`src/hdl/manhdr_pkg.sv`:
```
// Shared types and constants for the manual-page header field splitter.
// Used by the step logic, the top level and the port checker.
`timescale 1ns / 1ps

package manhdr_pkg;

    typedef enum logic [1:0] {
        PH_SEARCH,
        PH_LINE,
        PH_DONE
    } phase_t;

    localparam logic [1:0] KIND_BYTE = 2'd0;
    localparam logic [1:0] KIND_END  = 2'd1;
    localparam logic [1:0] KIND_CAT  = 2'd2;

    localparam logic [7:0] CH_LF    = 8'h0A;
    localparam logic [7:0] CH_SPACE = 8'h20;
    localparam logic [7:0] CH_QUOTE = 8'h22;
    localparam logic [7:0] CH_ONE   = 8'h31;
    localparam logic [7:0] CH_NINE  = 8'h39;

    localparam logic [2:0] TOK_SECTION  = 3'd1;
    localparam logic [2:0] TOK_LAST     = 3'd4;
    localparam logic [2:0] SECT_MAX_LEN = 3'd4;
    localparam logic [2:0] LEN_SAT      = 3'd5;
    localparam logic [2:0] MATCH_FULL   = 3'd4;

    typedef struct packed {
        phase_t     phase;
        logic       at_line_start;
        logic [2:0] match_count;
        logic [2:0] token_index;
        logic       quote_odd;
        logic [2:0] token_length;
        logic       first_was_quote;
        logic       prev_was_quote;
        logic [3:0] section_digit;
    } pstate_t;

    localparam pstate_t PSTATE_RESET = '{
        phase:           PH_SEARCH,
        at_line_start:   1'b1,
        match_count:     3'd0,
        token_index:     3'd0,
        quote_odd:       1'b0,
        token_length:    3'd0,
        first_was_quote: 1'b0,
        prev_was_quote:  1'b0,
        section_digit:   4'd0
    };

    typedef struct packed {
        logic [1:0] out_kind;
        logic [1:0] field_type;
        logic [7:0] text_byte;
        logic       commit;
        logic       strip_quotes;
        logic [3:0] section_code;
        logic       last_result;
    } result_t;

    localparam result_t RESULT_NONE = '0;

    typedef struct packed {
        logic [1:0] count;
        result_t    res0;
        result_t    res1;
        pstate_t    state_next;
    } step_t;

    function automatic logic [7:0] head_char(input logic [1:0] idx);
        logic [7:0] c;
        case (idx)
            2'd0:    c = 8'h2E;
            2'd1:    c = 8'h54;
            2'd2:    c = 8'h48;
            default: c = CH_SPACE;
        endcase
        return c;
    endfunction

endpackage

```
`src/hdl/manpage_header_field_splitter.sv`:
```
// Top level of the manual-page header field splitter: parser state and result queue.
// Depends on manhdr_pkg and manhdr_step.
`timescale 1ns / 1ps

// The block takes one document byte per clock cycle while s_ready is high and finds the
// first line that starts with ".TH ". The bytes of the title, date, source and book-title
// tokens come out as keyword words, each token closed by an end-of-keyword word, and
// the section token becomes a category word. A byte causes zero, one or two result words;
// the parser state is updated in the cycle the byte is accepted and the words go into a
// four-entry result queue that drives the m_ ports, where the words of a byte are offered
// behind any words still waiting in the queue. s_ready is high while the queue has room
// for two words, so input runs at one byte per cycle as long as the results are taken at
// least as fast as they are produced; a byte that causes two words drains in two transfers.
module manpage_header_field_splitter
    import manhdr_pkg::*;
(
    input  logic       aclk,
    input  logic       aresetn,

    input  logic       s_valid,
    output logic       s_ready,
    input  logic [7:0] s_data_byte,
    input  logic       s_last_byte,

    output logic       m_valid,
    input  logic       m_ready,
    output logic [1:0] m_out_kind,
    output logic [1:0] m_field_type,
    output logic [7:0] m_text_byte,
    output logic       m_commit,
    output logic       m_strip_quotes,
    output logic [3:0] m_section_code,
    output logic       m_last_result
);

    pstate_t    state_reg;
    step_t      step;
    result_t    queue_reg [4];
    logic [1:0] wr_ptr_reg;
    logic [1:0] wr_ptr_next;
    logic [1:0] rd_ptr_reg;
    logic [1:0] rd_ptr_next;
    logic [2:0] count_reg;
    logic [2:0] count_next;
    logic       accept;
    logic       pop;
    logic [1:0] push_n;
    result_t    head;

    manhdr_step u_step (
        .state     (state_reg),
        .data_byte (s_data_byte),
        .last_byte (s_last_byte),
        .step      (step)
    );

    assign s_ready = (count_reg <= 3'd2);
    assign accept  = s_valid && s_ready;
    assign m_valid = (count_reg != 3'd0);
    assign pop     = m_valid && m_ready;
    assign push_n  = accept ? step.count : 2'd0;

    always_comb begin
        wr_ptr_next = wr_ptr_reg + push_n;
        rd_ptr_next = rd_ptr_reg + {1'b0, pop};
        count_next  = count_reg + {1'b0, push_n} - {2'b00, pop};
    end

    always_ff @(posedge aclk) begin
        if (!aresetn) begin
            state_reg  <= PSTATE_RESET;
            wr_ptr_reg <= 2'd0;
            rd_ptr_reg <= 2'd0;
            count_reg  <= 3'd0;
        end else begin
            if (accept) begin
                state_reg <= step.state_next;
            end
            wr_ptr_reg <= wr_ptr_next;
            rd_ptr_reg <= rd_ptr_next;
            count_reg  <= count_next;
        end
    end

    always_ff @(posedge aclk) begin
        if (push_n != 2'd0) begin
            queue_reg[wr_ptr_reg] <= step.res0;
        end
        if (push_n == 2'd2) begin
            queue_reg[wr_ptr_reg + 2'd1] <= step.res1;
        end
    end

    assign head           = queue_reg[rd_ptr_reg];
    assign m_out_kind     = head.out_kind;
    assign m_field_type   = head.field_type;
    assign m_text_byte    = head.text_byte;
    assign m_commit       = head.commit;
    assign m_strip_quotes = head.strip_quotes;
    assign m_section_code = head.section_code;
    assign m_last_result  = head.last_result;

endmodule

```
`src/hdl/manhdr_step.sv`:
```
// Per-byte parser step: next parser state and up to two result words.
// Depends on manhdr_pkg.
`timescale 1ns / 1ps

module manhdr_step
    import manhdr_pkg::*;
(
    input  pstate_t    state,
    input  logic [7:0] data_byte,
    input  logic       last_byte,
    output step_t      step
);

    typedef struct packed {
        pstate_t state;
        logic    emit;
        result_t res;
    } fin_t;

    function automatic logic [1:0] text_type(input logic [2:0] tidx);
        logic [2:0] t;
        t = tidx - 3'd1;
        return (tidx == 3'd0) ? 2'd0 : t[1:0];
    endfunction

    function automatic pstate_t clear_token(input pstate_t s);
        pstate_t c;
        c = s;
        c.quote_odd       = 1'b0;
        c.token_length    = 3'd0;
        c.first_was_quote = 1'b0;
        c.prev_was_quote  = 1'b0;
        c.section_digit   = 4'd0;
        return c;
    endfunction

    function automatic fin_t finish_token(input pstate_t s, input logic at_eol);
        fin_t f;
        f.state = s;
        f.emit  = 1'b0;
        f.res   = RESULT_NONE;
        if (s.token_index == TOK_SECTION) begin
            if (!s.quote_odd && s.token_length != 3'd0 && s.token_length <= SECT_MAX_LEN
                && s.section_digit != 4'd0) begin
                f.emit             = 1'b1;
                f.res.out_kind     = KIND_CAT;
                f.res.section_code = s.section_digit;
            end
        end else if (s.token_length != 3'd0) begin
            f.emit             = 1'b1;
            f.res.out_kind     = KIND_END;
            f.res.field_type   = text_type(s.token_index);
            f.res.commit       = !s.quote_odd;
            f.res.strip_quotes = !s.quote_odd && s.first_was_quote && s.prev_was_quote
                                 && s.token_length >= 3'd2;
        end
        f.state = clear_token(s);
        if (at_eol || s.token_index >= TOK_LAST) begin
            f.state.phase = PH_DONE;
        end else begin
            f.state.token_index = s.token_index + 3'd1;
        end
        return f;
    endfunction

    pstate_t s1;
    fin_t    fin_line;
    fin_t    fin_last;
    logic    e1;
    result_t r1;
    logic    is_first;
    logic    is_quote;

    always_comb begin
        s1       = state;
        e1       = 1'b0;
        r1       = RESULT_NONE;
        is_quote = (data_byte == CH_QUOTE);
        is_first = (state.token_length == 3'd0) && !state.first_was_quote;
        fin_line = finish_token(state, data_byte == CH_LF);

        unique case (state.phase)
            PH_SEARCH: begin
                if (state.match_count == 3'd0) begin
                    if (state.at_line_start && data_byte == head_char(2'd0)) begin
                        s1.match_count = 3'd1;
                    end
                end else if (state.match_count < MATCH_FULL
                             && data_byte == head_char(state.match_count[1:0])) begin
                    s1.match_count = state.match_count + 3'd1;
                    if (s1.match_count == MATCH_FULL) begin
                        s1             = clear_token(s1);
                        s1.phase       = PH_LINE;
                        s1.match_count = 3'd0;
                        s1.token_index = 3'd0;
                    end
                end else begin
                    s1.match_count = 3'd0;
                end
                s1.at_line_start = (data_byte == CH_LF);
            end
            PH_LINE: begin
                if (data_byte == CH_LF || (data_byte == CH_SPACE && !state.quote_odd)) begin
                    s1 = fin_line.state;
                    e1 = fin_line.emit;
                    r1 = fin_line.res;
                end else begin
                    s1.quote_odd      = state.quote_odd ^ is_quote;
                    s1.prev_was_quote = is_quote;
                    if (state.token_index == TOK_SECTION) begin
                        if (is_first && is_quote) begin
                            s1.first_was_quote = 1'b1;
                        end else begin
                            if (state.token_length == 3'd0) begin
                                s1.section_digit = (data_byte >= CH_ONE && data_byte <= CH_NINE)
                                                   ? data_byte[3:0] : 4'd0;
                            end
                            if (state.token_length < LEN_SAT) begin
                                s1.token_length = state.token_length + 3'd1;
                            end
                        end
                    end else begin
                        if (is_first) begin
                            s1.first_was_quote = is_quote;
                        end
                        e1              = 1'b1;
                        r1.out_kind     = KIND_BYTE;
                        r1.field_type   = text_type(state.token_index);
                        r1.text_byte    = data_byte;
                        if (state.token_length < LEN_SAT) begin
                            s1.token_length = state.token_length + 3'd1;
                        end
                    end
                end
            end
            default: begin
            end
        endcase

        fin_last = finish_token(s1, 1'b1);

        step.state_next = s1;
        step.res0       = RESULT_NONE;
        step.res1       = RESULT_NONE;
        step.count      = 2'd0;
        if (last_byte) begin
            step.state_next = PSTATE_RESET;
        end
        if (last_byte && s1.phase == PH_LINE && fin_last.emit) begin
            if (e1) begin
                step.res0             = r1;
                step.res1             = fin_last.res;
                step.res1.last_result = 1'b1;
                step.count            = 2'd2;
            end else begin
                step.res0             = fin_last.res;
                step.res0.last_result = 1'b1;
                step.count            = 2'd1;
            end
        end else if (e1) begin
            step.res0             = r1;
            step.res0.last_result = 1'b1;
            step.count            = 2'd1;
        end
    end

endmodule

```
`config.mk`:
```
export PLATFORM = sky130hd
export DESIGN_NAME = manpage_header_field_splitter
export DESIGN_NICKNAME = d
export VERILOG_FILES = /design/src/hdl/manhdr_pkg.sv /design/src/hdl/manpage_header_field_splitter.sv /design/src/hdl/manhdr_step.sv
export SDC_FILE = /design/constraint.sdc
export NUM_CORES = 1
export LEC_CHECK = 0
export BUFFER_PORTS_ARGS = -buffer_cell sky130_fd_sc_hd__clkbuf_2
export CAP_MARGIN = 20
export CORE_ASPECT_RATIO = 0.9
export CORE_MARGIN = 4
export CORE_UTILIZATION = 60
export DETAILED_ROUTE_END_ITERATION = 16
export PLACE_DENSITY_LB_ADDON = 0.1
export SLEW_MARGIN = 10
export SYNTH_ARGS = -nofsm -noshare
export SYNTH_HDL_FRONTEND = slang
export SYNTH_HIERARCHICAL = 1
export SYNTH_SLANG_ARGS = --single-unit
export TNS_END_PERCENT = 1
```
`constraint.sdc`:
```
create_clock -name aclk -period 12.7 [get_ports aclk]
set_clock_uncertainty 0.15 [all_clocks]
set_input_delay 0.635 -clock aclk [delete_from_list [all_inputs] [get_ports aclk]]
set_output_delay 0.635 -clock aclk [all_outputs]
set_load 0.02 [all_outputs]
```
==> impl_metrics.csv <==
group,metric,value,unit
outcome,status,"finished, final reports clean",
synthesis,synth.area.top_cells,"edfxtp_1, mux2_2, dfxtp_1, mux4_2, ha_1",
synthesis,ys_warn_count,6,
grt,antenna_found_initial,0,
detailed_routing,drt-total-wl,16400,microns
synthesis,synth.ff_latch_count,102,
final_layout,finish.utilization,0.667,
timing,hold_violations,0,
flow_run,max_cap_violations,0,
cts,htreeDepth,3,
cts,post_cts_resized,0,
timing,period_share,0.426,
synthesis,synth_top_cell_area_share,0.337,
timing,tightest_slew,1.11,ns
cts,clk_pin_slew_worst_paths,0.07,ns
grt,first_global_vias,4887,
detailed_routing,final_antenna_net_count,0,
timing,rsz0062_at_grt,"false",
final_layout,drive_above_1_share,0.300,
final_layout,nets,648,
final_layout,syn_to_final_growth,7.69,%
setup_path,cp_data_arrival_time,5.35,ns
detailed_routing,num_vias,4994,
setup_path,crit_path_end_kind,"flip-flop",
final_layout,largest_reg_flops,76,
synthesis,synth_top_area_cell,"edfxtp_1",
cts,insertion_delay,0.35,ns
setup_path,cp-start-kind,"flip-flop",
cts,cts_made_buffers,9,
timing,max_freq,185,MHz
power,peakVddDrop,0.139,mV
detailed_routing,wl_per_cell,21.1,microns
floorplanning,io_pins,34,
synthesis,synth-edff-count,76,
power,p_total,0.762,mW
detailed_routing,drc,0,
grt,grt_max_degree,27,
setup_path,worstPathMaxFanout,19,
setup_path,cp.required,12.64,ns
power,power_density,104,mW/mm^2
final_layout,n_antenna_cell,0,
grt,track_usage,0.260,
synthesis,syn_area_per_cell,11.2,sq um
floorplanning,die_area,0.0131,sq mm
synthesis,ys.flop_type,"edfxtp_1",
cts,clk_path_buf_depth,2,
timing,fin_setup_tns,0,ns
floorplanning,die_y,109,microns
timing,whs,0.352,ns
timing,slew_viol_final,0,
hold_path,hold_class,"reg -> reg",
cts,cts-root-buf,"clkbuf_16",
floorplanning,die_w,120,microns
floorplanning,core,0.0109,sq mm
floorplanning,num_rows,36,
grt,grt_overflow,0,
power,p_leak,2.41,nW
timing,min_period,5.40,ns
synthesis,synthCells,603,
synthesis,ys_top_cells_by_count,"edfxtp_1, mux2_2, a21oi_1, nor2_1, o21ai_0",
synthesis,syn_area,0.00678,sq mm
grt,grt_pass1_wl,26100,microns
placed_design,dp_hpwl,11000,microns
final_layout,fillers,876,
synthesis,seq_area_frac_synth,0.413,
synthesis,synthArstFlopShare,0,
detailed_routing,drt_iter0_markers,576,
cts,cts_tree,"yes",
placed_design,gp_congestion,0.953,
cts,postCtsHoldBufs,0,
synthesis,synth_most_common_cell,"edfxtp_1",
timing,slew_headroom,0.260,
floorplanning,start_util,0.620,
timing,setup_viol,0,
detailed_routing,vias_per_cell,6.44,
placed_design,io_buffers,33,
cts,cts_setup_buffers,0,
detailed_routing,dr.pass1.iters,6,
cts,cts_num_sinks,102,
synthesis,post_synth_num_cell_types,88,
setup_path,path_class,"reg -> reg",
==> layout make-up <==
cell class              count  area (sq um)  area share
multi-input cells         442          3690       0.506
flip-flops and latches    102          2800       0.384
repair buffers             41           245      0.0336
clock buffers              11           233      0.0319
well taps                 152           190      0.0260
inverters                  22          82.6      0.0113
clock inverters             5          56.3     0.00771
==> worst max-delay path, stage by stage (launching register included) <==
cell and delay [ns]:
dfxtp_1 0.60, nor2b_1 0.63, nand4_1 0.33, nor2_1 0.47, nor4_1 0.12, o21ai_0 0.33
nor3b_1 0.15, a2111oi_4 0.34, ha_1 0.45, nor2b_1 0.62, nand4_4 0.52, mux2_2 0.44
==> final timing paths <==
check	from	end	slack, ns	cells past startpoint
worst max-delay path	state_reg[17]	queue_reg[3][1]	7.30	11
worst min-delay path	state_reg[4]	state_reg[4]	0.35	2
worst max register to register	state_reg[17]	queue_reg[3][1]	7.30	11
worst min register to register	state_reg[4]	state_reg[4]	0.35	2
==> layout by cell type (no fill, tap or decap), types with 4 or more instances in the layout <==
cell type	n
edfxtp_1	76
mux2_1	5
nor3_1	11
dfxtp_1	26
and3_1	9
or3_1	4
clkbuf_2	33
mux2_4	10
nand4_1	7
nor3b_1	4
mux2_2	64
buf_4	7
a21oi_1	37
mux4_2	19
o21ai_1	4
nand3_1	28
a211oi_2	5
ha_1	16
nand2b_1	10
nor4_1	8
o21ai_0	33
and2_1	7
nor2_1	38
nand2_1	24
clkbuf_16	9
inv_1	21
conb_1	8
nor2b_1	9
==> logic make-up (layout without fill, tap and decap cells) <==
logic type,Yosys count,after routing,synth area share
flip-flops,102,102,0.413
XOR/XNOR,5,5,0.00646
multiplexers,99,99,0.201
AND/OR/NAND/NOR,187,187,0.164
adder cells (fa/ha/maj),17,17,0.0325
buffers and inverters,66,79,0.0489
other,1,8,0.000553
AO/OA/AOI/OAI,126,126,0.133
==> layer usage <==
metal  GRT usage  vias to the layer above  share of wire
li1            -                     2332              -
met1       0.359                     2451           0.45
met2       0.424                      185           0.48
met3      0.0462                       26          0.057
met4      0.0809                        0          0.016
met5           0                        -              0
==> metrics by stage <==
stage / cells / setup slack [ns] / instance area [sq um]
2_1_floorplan: 610 / 7.43 / 6810
3_3_place_gp: 758 / 7.29 / 6990
3_5_place_dp: 758 / 7.07 / 6990
4_1_cts: 774 / 7.23 / 7280
5_1_grt: 775 / 6.99 / 7300
6_report: 775 / 7.30 / 7300
==> power breakdown <==
part	leakage (nW)	internal (mW)	switching, mW	total (mW)
sequential	0.762	0.360	0.0109	0.371
combinational	1.51	0.0437	0.0728	0.117
clock	0.138	0.153	0.121	0.275
Note: power is estimated with default switching activity, not from simulation.
